File: src/rtl/pncs_pkg.sv
// Shared types and constants of the palette nearest-color selector.
package pncs_pkg;

  // Palette table geometry and field widths
  localparam int unsigned PALETTE_DEPTH = 256;
  localparam int unsigned ADDR_W        = $clog2(PALETTE_DEPTH);
  localparam int unsigned SIZE_W        = 9;
  localparam int unsigned COLOR_W       = 24;
  localparam int unsigned CHAN_W        = 8;
  localparam int unsigned DIST_W        = CHAN_W + 2;

  localparam logic [SIZE_W-1:0]  DEPTH_SIZE  = SIZE_W'(PALETTE_DEPTH);
  localparam logic [COLOR_W-1:0] FG_RESET    = 24'hFF_FFFF;
  localparam logic [COLOR_W-1:0] BG_RESET    = 24'h00_0000;

  typedef enum logic [1:0] {
    OP_WRITE = 2'd0,
    OP_SET   = 2'd1,
    OP_READ  = 2'd2,
    OP_NONE  = 2'd3
  } opcode_e;

  typedef enum logic [1:0] {
    ST_OK         = 2'd0,
    ST_NO_PALETTE = 2'd1,
    ST_RANGE      = 2'd2
  } status_e;

  typedef enum logic [2:0] {
    S_IDLE,
    S_EXEC,
    S_LOOKUP,
    S_SCAN,
    S_PICK,
    S_RESULT
  } state_e;

  // Control from the sequencer to the nearest-entry tracker
  typedef struct packed {
    logic              start;  // clear tracker before a new search
    logic              vld;    // memory read data belongs to the search
    logic [ADDR_W-1:0] idx;    // entry index of that read data
  } scan_ctl_t;

endpackage

File: src/rtl/pncs_nearest.sv
// Nearest-entry tracker: Manhattan RGB distance of each streamed entry, keeps the first minimum.
module pncs_nearest (
  input  logic                              clk_i,
  input  logic                              rst_ni,
  input  pncs_pkg::scan_ctl_t               ctl_i,
  input  logic [pncs_pkg::COLOR_W-1:0]      color_i,
  input  logic [pncs_pkg::COLOR_W-1:0]      entry_i,
  output logic [pncs_pkg::ADDR_W-1:0]       best_idx_o,
  output logic [pncs_pkg::COLOR_W-1:0]      best_val_o
);

  localparam int unsigned CW = pncs_pkg::CHAN_W;
  localparam int unsigned DW = pncs_pkg::DIST_W;

  logic [CW-1:0] ad_r, ad_g, ad_b;
  logic [DW-1:0] ent_dist;
  logic          take;

  logic                         have_q, have_d;
  logic [DW-1:0]                best_dist_q, best_dist_d;
  logic [pncs_pkg::ADDR_W-1:0]  best_idx_q, best_idx_d;
  logic [pncs_pkg::COLOR_W-1:0] best_val_q, best_val_d;

  // per-channel absolute differences and their sum
  always_comb begin
    logic [CW-1:0] cr, cg, cb, er, eg, eb;
    cr = color_i[3*CW-1:2*CW];
    cg = color_i[2*CW-1:CW];
    cb = color_i[CW-1:0];
    er = entry_i[3*CW-1:2*CW];
    eg = entry_i[2*CW-1:CW];
    eb = entry_i[CW-1:0];
    ad_r = (cr > er) ? (cr - er) : (er - cr);
    ad_g = (cg > eg) ? (cg - eg) : (eg - cg);
    ad_b = (cb > eb) ? (cb - eb) : (eb - cb);
    ent_dist = DW'(ad_r) + DW'(ad_g) + DW'(ad_b);
  end

  // strict less-than keeps the lowest index on a tie
  assign take = ctl_i.vld && (!have_q || (ent_dist < best_dist_q));

  always_comb begin
    have_d      = have_q;
    best_dist_d = best_dist_q;
    best_idx_d  = best_idx_q;
    best_val_d  = best_val_q;
    if (ctl_i.start) begin
      have_d = 1'b0;
    end else if (take) begin
      have_d      = 1'b1;
      best_dist_d = ent_dist;
      best_idx_d  = ctl_i.idx;
      best_val_d  = entry_i;
    end
  end

  always_ff @(posedge clk_i or negedge rst_ni) begin
    if (!rst_ni) begin
      have_q <= 1'b0;
    end else begin
      have_q <= have_d;
    end
  end

  always_ff @(posedge clk_i) begin
    best_dist_q <= best_dist_d;
    best_idx_q  <= best_idx_d;
    best_val_q  <= best_val_d;
  end

  assign best_idx_o = best_idx_q;
  assign best_val_o = best_val_q;

endmodule

File: config.mk
export PLATFORM = sky130hd
export DESIGN_NAME = pncs_nearest
export DESIGN_NICKNAME = d
export VERILOG_FILES = /design/src/rtl/pncs_pkg.sv /design/src/rtl/pncs_nearest.sv
export SDC_FILE = /design/constraint.sdc
export NUM_CORES = 1
export LEC_CHECK = 0
export ABC_AREA = 1
export BUFFER_PORTS_ARGS = -buffer_cell sky130_fd_sc_hd__buf_2
export CAP_MARGIN = 25
export CORE_MARGIN = 3
export CORE_UTILIZATION = 44
export DETAILED_ROUTE_END_ITERATION = 8
export PLACE_DENSITY = 0.66
export SLEW_MARGIN = 25
export SYNTH_ARGS = -nofsm -noshare
export SYNTH_HDL_FRONTEND = slang
export SYNTH_SLANG_ARGS = --single-unit
File: constraint.sdc
create_clock -name clk_i -period 4.4 [get_ports clk_i]
set_input_delay 0.44 -clock clk_i [delete_from_list [all_inputs] [get_ports clk_i]]
set_output_delay 0.44 -clock clk_i [all_outputs]
set_load 0.01 [all_outputs]
==> results.yml, run 1 <==
final_layout:
  nets: 967
  drive_gt1_frac: 0.347
  num_antenna_cells: 0
  design_area_um2: 6570
  utilization: 0.654
  fin_cells: 965
  area_growth_pct: 40.9
synth:
  synth_xor_area_frac: 0.0338
  yosys_warnings: 0
  syn_inst: 643
  synth_seq_area_share: 0.276
  synth.top_cell.area_share: 0.271
  postSynthRegisterBits: 43
  yosys.area_share.simple: 0.267
  yosysUniqueCellTypes: 30
  synth_top_family_by_area: "simple AND/OR/NAND/NOR gates"
  yosys-top-cells-area: "edfxtp_1 (27%), nand2_1 (17%), ha_1 (16%)"
  synthesis.nets: 779
  synth_area_leader_cell: "edfxtp_1"
  synth_compound_area_frac: 0.0588
  synth_fa_ha_area_frac: 0.228
  avgSynthCellArea_um2: 7.25
  netlist_area_um2: 4660
  synth.mux.area_fraction: 0
setup_path:
  start_kind: "input pin"
  crit_type: "in -> reg"
  cp.arrival_ns: 4.37
  cp-end-kind: "flop"
  path_buf_inv: 8
  crit_path_frequent_cell: "nand2_1"
  crit_fanout: 7
  cp_slowest_cell: "fa_1"
  critPathTopFamily: "adder cells"
  slowest_delay_ns: 0.57
  cp.required_ns: 4.44
floorplanning:
  die_y_um: 109
  num_io_pins: 92
  start_util: 0.464
  core_um2: 10000
  die_area_um2: 11900
  chipWidth_um: 109
  rows: 36
sta:
  setup-tns-final_ns: 0
  worst_pin_slew_ns: 0.270
  timing.final.crit_share: 0.985
  slew_violations: 0
  final-hold-violation-count: 0
  fmax_mhz: 231
  setup_viol: 0
  fin_skew_ns: 0.0128
  relSlewSlack: 0.820
  post-route-min-period_ns: 4.33
  rsz0062_at_grt: "yes"
cts:
  cts-root-buf: "clkbuf_8"
  cts_sinks: 43
  cts_buffers: 5
  htreeDepth: 2
  clkLatencyLatePin_ns: 0.31
  clk_pin_slew_ns: 0.10
  clockBufferDepth: 2
  cts_tree: "yes"
global_route:
  grt_usage: 0.194
  grt_max_degree: 16
  antenna_found_initial: 0
  first_global_vias: 4400
  grt_pass1_wl_um: 18700
  overflow: 0
drt:
  drt_iter0_markers: 212
  dr_wl_met2_um: 5990
  num_vias: 4618
  antenna_left: 0
  met1Wirelength_um: 4950
  dr.pass1.iters: 5
  drc: 0
  highest_layer: "met4"
  route.detailed.wl_per_inst_um: 12.2
  met3WireLength_um: 650
  drt_wl_total_um: 11800
  vias_per_cell: 4.79
min_path:
  hold_class: "in -> reg"
status:
  status: "completed"
placed_design:
  gp_congestion: 0.855
  dp.cells: 943
  hpwl_um: 9320
  place_area_um2: 6020
  io_buffer_count: 91
power:
  p_leak_nw: 3.62
  totalPowerFinal_mw: 2.81
  ir_drop_uv: 277
  power_density_nw_per_um2: 429
job:
  drv_cap: 0
logic make-up (layout without fill, tap and decap cells):
logic type	after synthesis	in the layout
AOI/OAI and AO/OA	46	46
and+or+nand+nor	298	298
buffers and inverters	162	351
DFF	43	43
xor gates and xnor gates	18	18
adders and majority gates	76	76
routing by layer:
layer / up-vias / track usage
li1: 2360 / -
met1: 2108 / 0.236
met2: 127 / 0.352
met3: 23 / 0.0332
met4: 0 / 0.0523
met5: - / 0
report_power, final:
| part | internal, mW | switching (mW) | leakage, nW |
|---|---|---|---|
| Sequential | 0.596 | 0.0196 | 0.405 |
| Combinational | 0.876 | 1.05 | 3.17 |
| Clock | 0.114 | 0.163 | 0.0408 |
Yosys cell counts (all sizes together):
| cell type | n |
|---|---|
| edfxtp | 42 |
| o211ai | 2 |
| dfrtp | 1 |
| ha | 61 |
| o21ai | 10 |
| o21bai | 1 |
| xnor2 | 5 |
| nor2 | 28 |
| o21a | 1 |
| a21o | 5 |
| a21oi | 25 |
| buf | 7 |
| nand4 | 13 |
| fa | 15 |
| a31oi | 2 |
| inv | 155 |
| nand2 | 218 |
| xor2 | 13 |
| nand3 | 39 |
worst reg2reg max path: cells and delay by family (launching register included):
family	cells	cell delay, ns
AND/OR/NAND/NOR	1	0.13
flip-flops	1	0.37
buffers and inverters	3	0.43
adder cells (fa/ha/maj)	1	0.22
AO/OA/AOI/OAI	3	0.53
flip-flops by register name, indices dropped and copies added (netlist names):
| register | flops |
|---|---|
| best_idx_o | 8 |
| have_q | 1 |
| best_dist_q | 10 |
| best_val_o | 24 |
placed cells by master (no fill, tap or decap), types with 3 or more instances in the layout:
cell and n:
nor2_2 3, ha_1 43, a21oi_4 4, a21oi_1 15, nand2_2 24, fa_2 6, inv_4 4, buf_2 86
nand2_4 4, xor2_1 12, buf_4 90, a21oi_2 6, fa_1 9, inv_2 12, buf_6 6, a21o_1 5
nor2_1 24, nand3_1 36, ha_4 17, inv_1 137, o21ai_1 4, nand2_1 190, clkbuf_8 5, nand4_1 12
xnor2_1 5, nand3_2 3, edfxtp_1 42, o21ai_2 4
final cells by class:
type                    instances  area, um^2
clock buffers                   5        68.8
flip-flops and latches         43        1290
repair buffers                188        1280
inverters                     155         612
fillers                       877        3480
well taps                     133         166
multi-input cells             438        3130
clock inverters                 3        23.8
worst paths after layout:
path | from | end | slack [ns] | depth (start not counted)
max in group asynchronous | rst_ni | have_q | 3.89 | 2
worst min register to register | have_q | have_q | 0.58 | 2
worst min-delay path | ctl_i[9] | have_q | 0.29 | 2
worst max-delay path | color_i[8] | best_dist_q[2] | 0.07 | 31
min in group asynchronous | rst_ni | have_q | 0.43 | 2
worst max register to register | best_dist_q[5] | best_dist_q[2] | 2.46 | 8
repair_timing:
action,in CTS,in global routing
cloned,1,1
setup endpoints to repair,42,42
setup buffers,4,8
pin swaps,4,45
hold endpoints to repair,1,0
hold buffers,1,0
resized for setup,7,67
per-stage QoR:
stage	hold slack [ns]	worst slack, ns
final	0.288	0.0667
after floorplan	0.144	-0.389
after global placement	0.214	-0.264
after global routing	0.280	-0.157
after detailed placement	0.217	-0.430
after CTS	0.279	0.0156
Power figures use the tool's default switching activity.
==> run 2, diff against run 1 <==
ABC_AREA = 0   (was 1)
PLACE_DENSITY = 0.67   (was 0.66)
==> run 2 against run 1 <==
Against the previous run: the flow now finishes with violations (setup timing); hold slack improved by 0.0053 ns; worst setup slack got worse by 0.89 ns; sequential share of layout area is 2.4 points higher; die area decreased by 15%; final cell count shrank 27%; register-to-register slack got worse by 0.08 ns; sequential cell count unchanged; first-iteration DRC count decreased by 23%; critical path type unchanged; via count fell by 25%; wire length is 16% lower; clock skew shrank 0.0064 ns; count of clock-buffer cells in the layout is 1 higher.
==> results.yml, run 2 <==
setup_path:
  crit_type: "in -> reg"
  cp.required_ns: 4.42
  slowest_delay_ns: 0.48
  start_kind: "input pin"
  path_buf_inv: 5
  cp_slowest_cell: "fa_1"
  crit_fanout: 10
  critPathTopFamily: "compound AO/OA/AOI/OAI gates"
  crit_path_frequent_cell: "a21o_1"
  cp-end-kind: "flop"
  cp.arrival_ns: 5.25
final_layout:
  area_growth_pct: 48.8
  multi_input_area_um2: 2540
  num_antenna_cells: 0
  nets: 734
  largest_register_ffs: 24
  drive_gt1_frac: 0.446
  final_common_cell: "buf_4"
  final.fill_count: 665
  utilization: 0.694
  most-common-layout-cells: "buf_4 (116), buf_2 (88), inv_1 (65)"
  seq_area_um2: 1290
cts:
  clk_pin_slew_ns: 0.08
  cts-root-buf: "clkbuf_8"
  htreeDepth: 2
  clkLatencyLatePin_ns: 0.30
  clockBufferDepth: 2
  cts_tree: "yes"
  cts_sinks: 43
  cts_buffers: 5
power:
  p_int_mw: 1.73
  totalPowerFinal_mw: 2.88
  clkPwrFrac: 0.090
  power_switching_mw: 1.15
  seqPwrFrac: 0.225
  ir_drop_uv: 331
  power_density_nw_per_um2: 492
  pwr-share-comb: 0.685
  switching_share: 0.399
  p_leak_nw: 2.99
job:
  drv_cap: 0
sta:
  setup_viol: 42
  timing.final.crit_share: 1.19
  fmax_mhz: 191
  post-route-min-period_ns: 5.23
  worst_pin_slew_ns: 0.560
  final-hold-violation-count: 0
  relSlewSlack: 0.623
  fin_skew_ns: 0.00643
  timing.final.ws_setup_ns: -0.827
  slew_violations: 0
  rsz0062_at_grt: "yes"
global_route:
  antenna_found_initial: 0
  grt_pass1_wl_um: 16500
  first_global_vias: 3516
  grt_max_degree: 14
  grt_usage: 0.204
  overflow: 0
floorplanning:
  num_io_pins: 92
  die_y_um: 101
  core_um2: 8420
  die_area_um2: 10100
  chipWidth_um: 101
  rows: 33
  start_util: 0.467
placed_design:
  io_buffer_count: 91
  gp_congestion: 0.818
  hpwl_um: 7900
drt:
  drc: 0
  antenna_left: 0
  num_vias: 3450
  dr.pass1.iters: 4
  vias_per_cell: 4.90
  drt_iter0_markers: 164
  drt_wl_total_um: 9900
  route.detailed.wl_per_inst_um: 14.1
synth:
  synth_common_cells: "inv_1 (74), ha_1 (61), edfxtp_1 (42)"
  yosys-top-cells-area: "edfxtp_1 (32%), ha_1 (19%), fa_1 (7.6%)"
  synth-edff-count: 42
  syn_inst: 384
  synth_seq_area_share: 0.327
  avgSynthCellArea_um2: 10.2
  netlist_area_um2: 3930
  synth_area_leader_cell: "edfxtp_1"
  postSynthRegisterBits: 43
  synthArstFlopShare: 0.0233
  ys.flop_type: "edfxtp_1"
  yosys_warnings: 0
  synthesis.nets: 520
  synth.top_cell.area_share: 0.321
  yosysMostFrequentCell: "inv_1"
  yosysUniqueCellTypes: 40
status:
  violations: "setup timing"
  status: "finished with violations"
min_path:
  hold_class: "in -> reg"
run 2: changes by cell type after synthesis, sizes merged, moves of 10 or more:
| cell | change |
|---|---|
| a211oi | +10 |
| a21o | +10 |
| inv | -81 |
| mux2i | +17 |
| nand2 | -204 |
| nand3 | -36 |
| nand4 | -13 |
| nor2 | -15 |
| o21ai | +10 |
run 2: power groups by stage:
stage | logic, mW | registers [mW] | clock network, mW
final | 1.97 | 0.649 | 0.258
after global routing | 2.18 | 0.660 | 0.282
after CTS | 1.90 | 0.649 | 0.269
after detailed placement | 1.70 | 0.658 | 0
after global placement | 1.62 | 0.655 | 0
after floorplan | 1.08 | 0.689 | 0
run 2: per-stage QoR:
step                      setup WS, ns  instance area [um^2]  instances  hold WS [ns]  TNS (ns)
after floorplan                  -1.28                  4110        384         0.144    -53.81
after global placement          -0.969                  5450        675         0.215    -40.26
after detailed placement         -1.17                  5450        675         0.215    -48.70
after CTS                       -0.693                  5800        699         0.288    -28.57
after global routing             -1.01                  5850        704         0.285    -42.05
final                           -0.827                  5850        704         0.294    -34.19
run 2: final timing paths:
| kind | start | end | slack [ns] | depth (start not counted) |
|---|---|---|---|---|
| min in group asynchronous | rst_ni | have_q | 0.44 | 2 |
| worst max register to register | best_dist_q[7] | best_val_o[15] | 2.38 | 9 |
| worst min register to register | have_q | have_q | 0.56 | 2 |
| worst min-delay path | ctl_i[9] | have_q | 0.29 | 2 |
| worst max-delay path | color_i[16] | best_val_o[15] | -0.83 | 25 |
| max in group asynchronous | rst_ni | have_q | 3.88 | 2 |
run 2: cell type report:
cell class,count,share of cell area
Clock buffer,6,0.0124
Clock inverter,2,0.00214
Inverter,74,0.0501
Multi-Input combinational cell,258,0.434
Sequential cell,43,0.220
Tap cell,105,0.0225
Timing Repair Buffer,216,0.259
run 2: kinds of logic after synthesis:
| family | Yosys count | synth area share |
|---|---|---|
| compound gates | 95 | 0.160 |
| buf+inv | 83 | 0.0815 |
| fa+ha+maj | 76 | 0.271 |
| simple gates | 43 | 0.0548 |
| flops | 43 | 0.327 |
| xor+xnor | 23 | 0.0513 |
| mux | 21 | 0.0548 |
run 2: routing by layer:
| metal | routed length [um] | track usage |
|---|---|---|
| met5 | 0 | 0 |
| met4 | 90 | 0.0394 |
| met3 | 421 | 0.0235 |
| met2 | 4990 | 0.359 |
| met1 | 4400 | 0.273 |
run 2: timing repair:
item                       4_1_cts  5_1_grt
cloned                           3        1
pin swaps                        0        8
hold endpoints to repair         1        0
setup buffers                   12        5
setup endpoints to repair       42       42
gates resized for setup         25        5
hold buffers                     1        0
run 2: worst reg2reg max path, stage by stage, from the launching register on:
cell      delay (ns)
edfxtp_1        0.37
inv_1           0.06
ha_1            0.23
a21o_1          0.18
a21oi_2         0.12
o21ai_1         0.07
a21o_1          0.19
a31oi_4         0.22
buf_6           0.16
buf_12          0.14
==> run 3, diff against run 2 <==
PLACE_DENSITY = 0.65   (was 0.67)
==> run 3 against run 2 <==
Against the previous run: the flow still finishes with violations (setup timing); hold slack lost 0.0071 ns; register-to-register slack worse by 0.02 ns; count of clock-buffer cells in the layout is 1 lower; worst setup slack improved by 0.043 ns; non-clock buffer count down 8; first-iteration DRC count decreased by 52%; sequential share of layout area rose by 0.21 points; final cell count is 1.1% lower; critical path depth unchanged; design area fell by 0.96%; sequential cell count is the same; clock power rose by 22%; critical path type unchanged; critical endpoint is now best_val_o[19].
==> results.yml, run 3 (synthesized netlist as in run 2, its figures left out) <==
drt:
  route.detailed.wl_per_inst_um: 14.0
  drt_iter0_markers: 79
  dr.pass1.iters: 4
  vias_per_cell: 4.93
  drt_wl_total_um: 9770
  antenna_left: 0
  num_vias: 3433
  drc: 0
placed_design:
  gp_congestion: 0.864
  hpwl_um: 7710
  io_buffer_count: 91
  place_area_um2: 5410
setup_path:
  cp-end-kind: "flop"
  crit_fanout: 8
  cp.required_ns: 4.43
  cp.arrival_ns: 5.21
  reg2regPathDepth: 9
  crit_type: "in -> reg"
  start_kind: "input pin"
status:
  violations: "setup timing"
  status: "finished with violations"
floorplanning:
  core_um2: 8420
  chipWidth_um: 101
  rows: 33
  start_util: 0.467
  num_io_pins: 92
  die_area_um2: 10100
  die_y_um: 101
global_route:
  grt_pass1_wl_um: 16000
  overflow: 0
  first_global_vias: 3482
  grt_usage: 0.195
  grt_max_degree: 18
  antenna_found_initial: 0
sta:
  post-route-min-period_ns: 5.18
  rsz0062_at_grt: "yes"
  worst_pin_slew_ns: 0.569
  relSlewSlack: 0.616
  timing.final.crit_share: 1.18
  fmax_mhz: 193
  slew_violations: 0
  setup_viol: 42
  timing.final.ws_setup_ns: -0.784
  fin_skew_ns: 0.00574
  final-hold-violation-count: 0
power:
  clkPwrFrac: 0.107
  pwr-share-comb: 0.673
  power_switching_mw: 1.13
  p_leak_nw: 2.96
  seqPwrFrac: 0.220
  p_int_mw: 1.82
  ir_drop_uv: 377
  power_density_nw_per_um2: 510
  totalPowerFinal_mw: 2.95
  switching_share: 0.384
min_path:
  hold_class: "in -> reg"
  hold_path_depth: 2
final_layout:
  design_area_um2: 5790
  largest_register_ffs: 24
  num_antenna_cells: 0
  final_common_cell: "buf_4"
  nets: 726
  drive_gt1_frac: 0.433
  area_growth_pct: 47.4
  most-common-layout-cells: "buf_4 (109), buf_2 (89), inv_1 (65)"
cts:
  clockBufferDepth: 2
  cts_buffers: 5
  clkLatencyLatePin_ns: 0.30
  cts-root-buf: "clkbuf_8"
  clk_pin_slew_ns: 0.09
  cts_sinks: 43
  htreeDepth: 2
  cts_tree: "yes"
job:
  drv_cap: 0
## run 3: layout make-up
cell class                 count  area (um^2)
fill                         682         2630
multi-input combinational    258         2530
timing repair buffer         208         1440
sequential                    43         1290
inverter                      74          293
tap                          105          131
clock buffer                   5         68.8
clock inverter                 3         38.8
## run 3: repair_timing
item,in CTS,in global routing
setup buffers,8,6
hold endpoints to repair,1,0
pin swaps,1,0
setup endpoints to repair,42,42
hold buffers,1,0
gates cloned,2,2
resized for setup,16,9
## run 3: worst paths after layout
kind / end / from / slack [ns]
max in group asynchronous: have_q / rst_ni / 3.89
min in group asynchronous: have_q / rst_ni / 0.43
hold reg to reg: have_q / have_q / 0.56
hold / removal: have_q / ctl_i[9] / 0.29
setup / recovery: best_val_o[19] / color_i[16] / -0.78
setup reg to reg: best_val_o[19] / best_dist_q[7] / 2.36
## run 3: routing by layer
layer / global-route usage / up-vias / wire, um
li1: - / 1745 / -
met2: 0.337 / 77 / 4810
met1: 0.259 / 1602 / 4490
met4: 0.0456 / 0 / 108
met3: 0.0263 / 9 / 355
met5: 0 / - / 0
## run 3: metrics by stage
step | setup TNS [ns] | hold slack [ns] | instances | utilization | worst slack, ns
floorplan | -53.81 | 0.144 | 384 | - | -1.28
global placement | -40.91 | 0.216 | 670 | 0.643 | -0.984
detailed placement | -48.15 | 0.215 | 670 | 0.643 | -1.16
CTS | -30.00 | 0.293 | 689 | 0.676 | -0.732
global route | -40.72 | 0.298 | 696 | 0.688 | -1.00
finish | -31.37 | 0.287 | 696 | 0.688 | -0.784
## run 3: critical path, cell delays in order
cell	delay, ns
buf_8	0.10
inv_4	0.05
ha_4	0.13
inv_2	0.04
fa_2	0.37
a211oi_4	0.25
nor2_2	0.07
o21ai_4	0.21
mux2_4	0.34
fa_1	0.48
ha_2	0.20
fa_2	0.34
a21o_1	0.17
a21oi_2	0.16
nor2b_2	0.07
o31ai_2	0.20
a21boi_2	0.23
ha_1	0.27
a21o_1	0.18
a21oi_2	0.12
o21ai_1	0.07
a21o_1	0.18
a31oi_4	0.20
buf_6	0.18
clkbuf_16	0.16
## run 3: power groups by stage
stage	logic (mW)	registers, mW	clock network (mW)
final	1.99	0.650	0.316
after detailed placement	1.70	0.661	0
after CTS	1.83	0.652	0.320
after floorplan	1.08	0.689	0
after global placement	1.65	0.656	0
after global routing	2.20	0.659	0.339
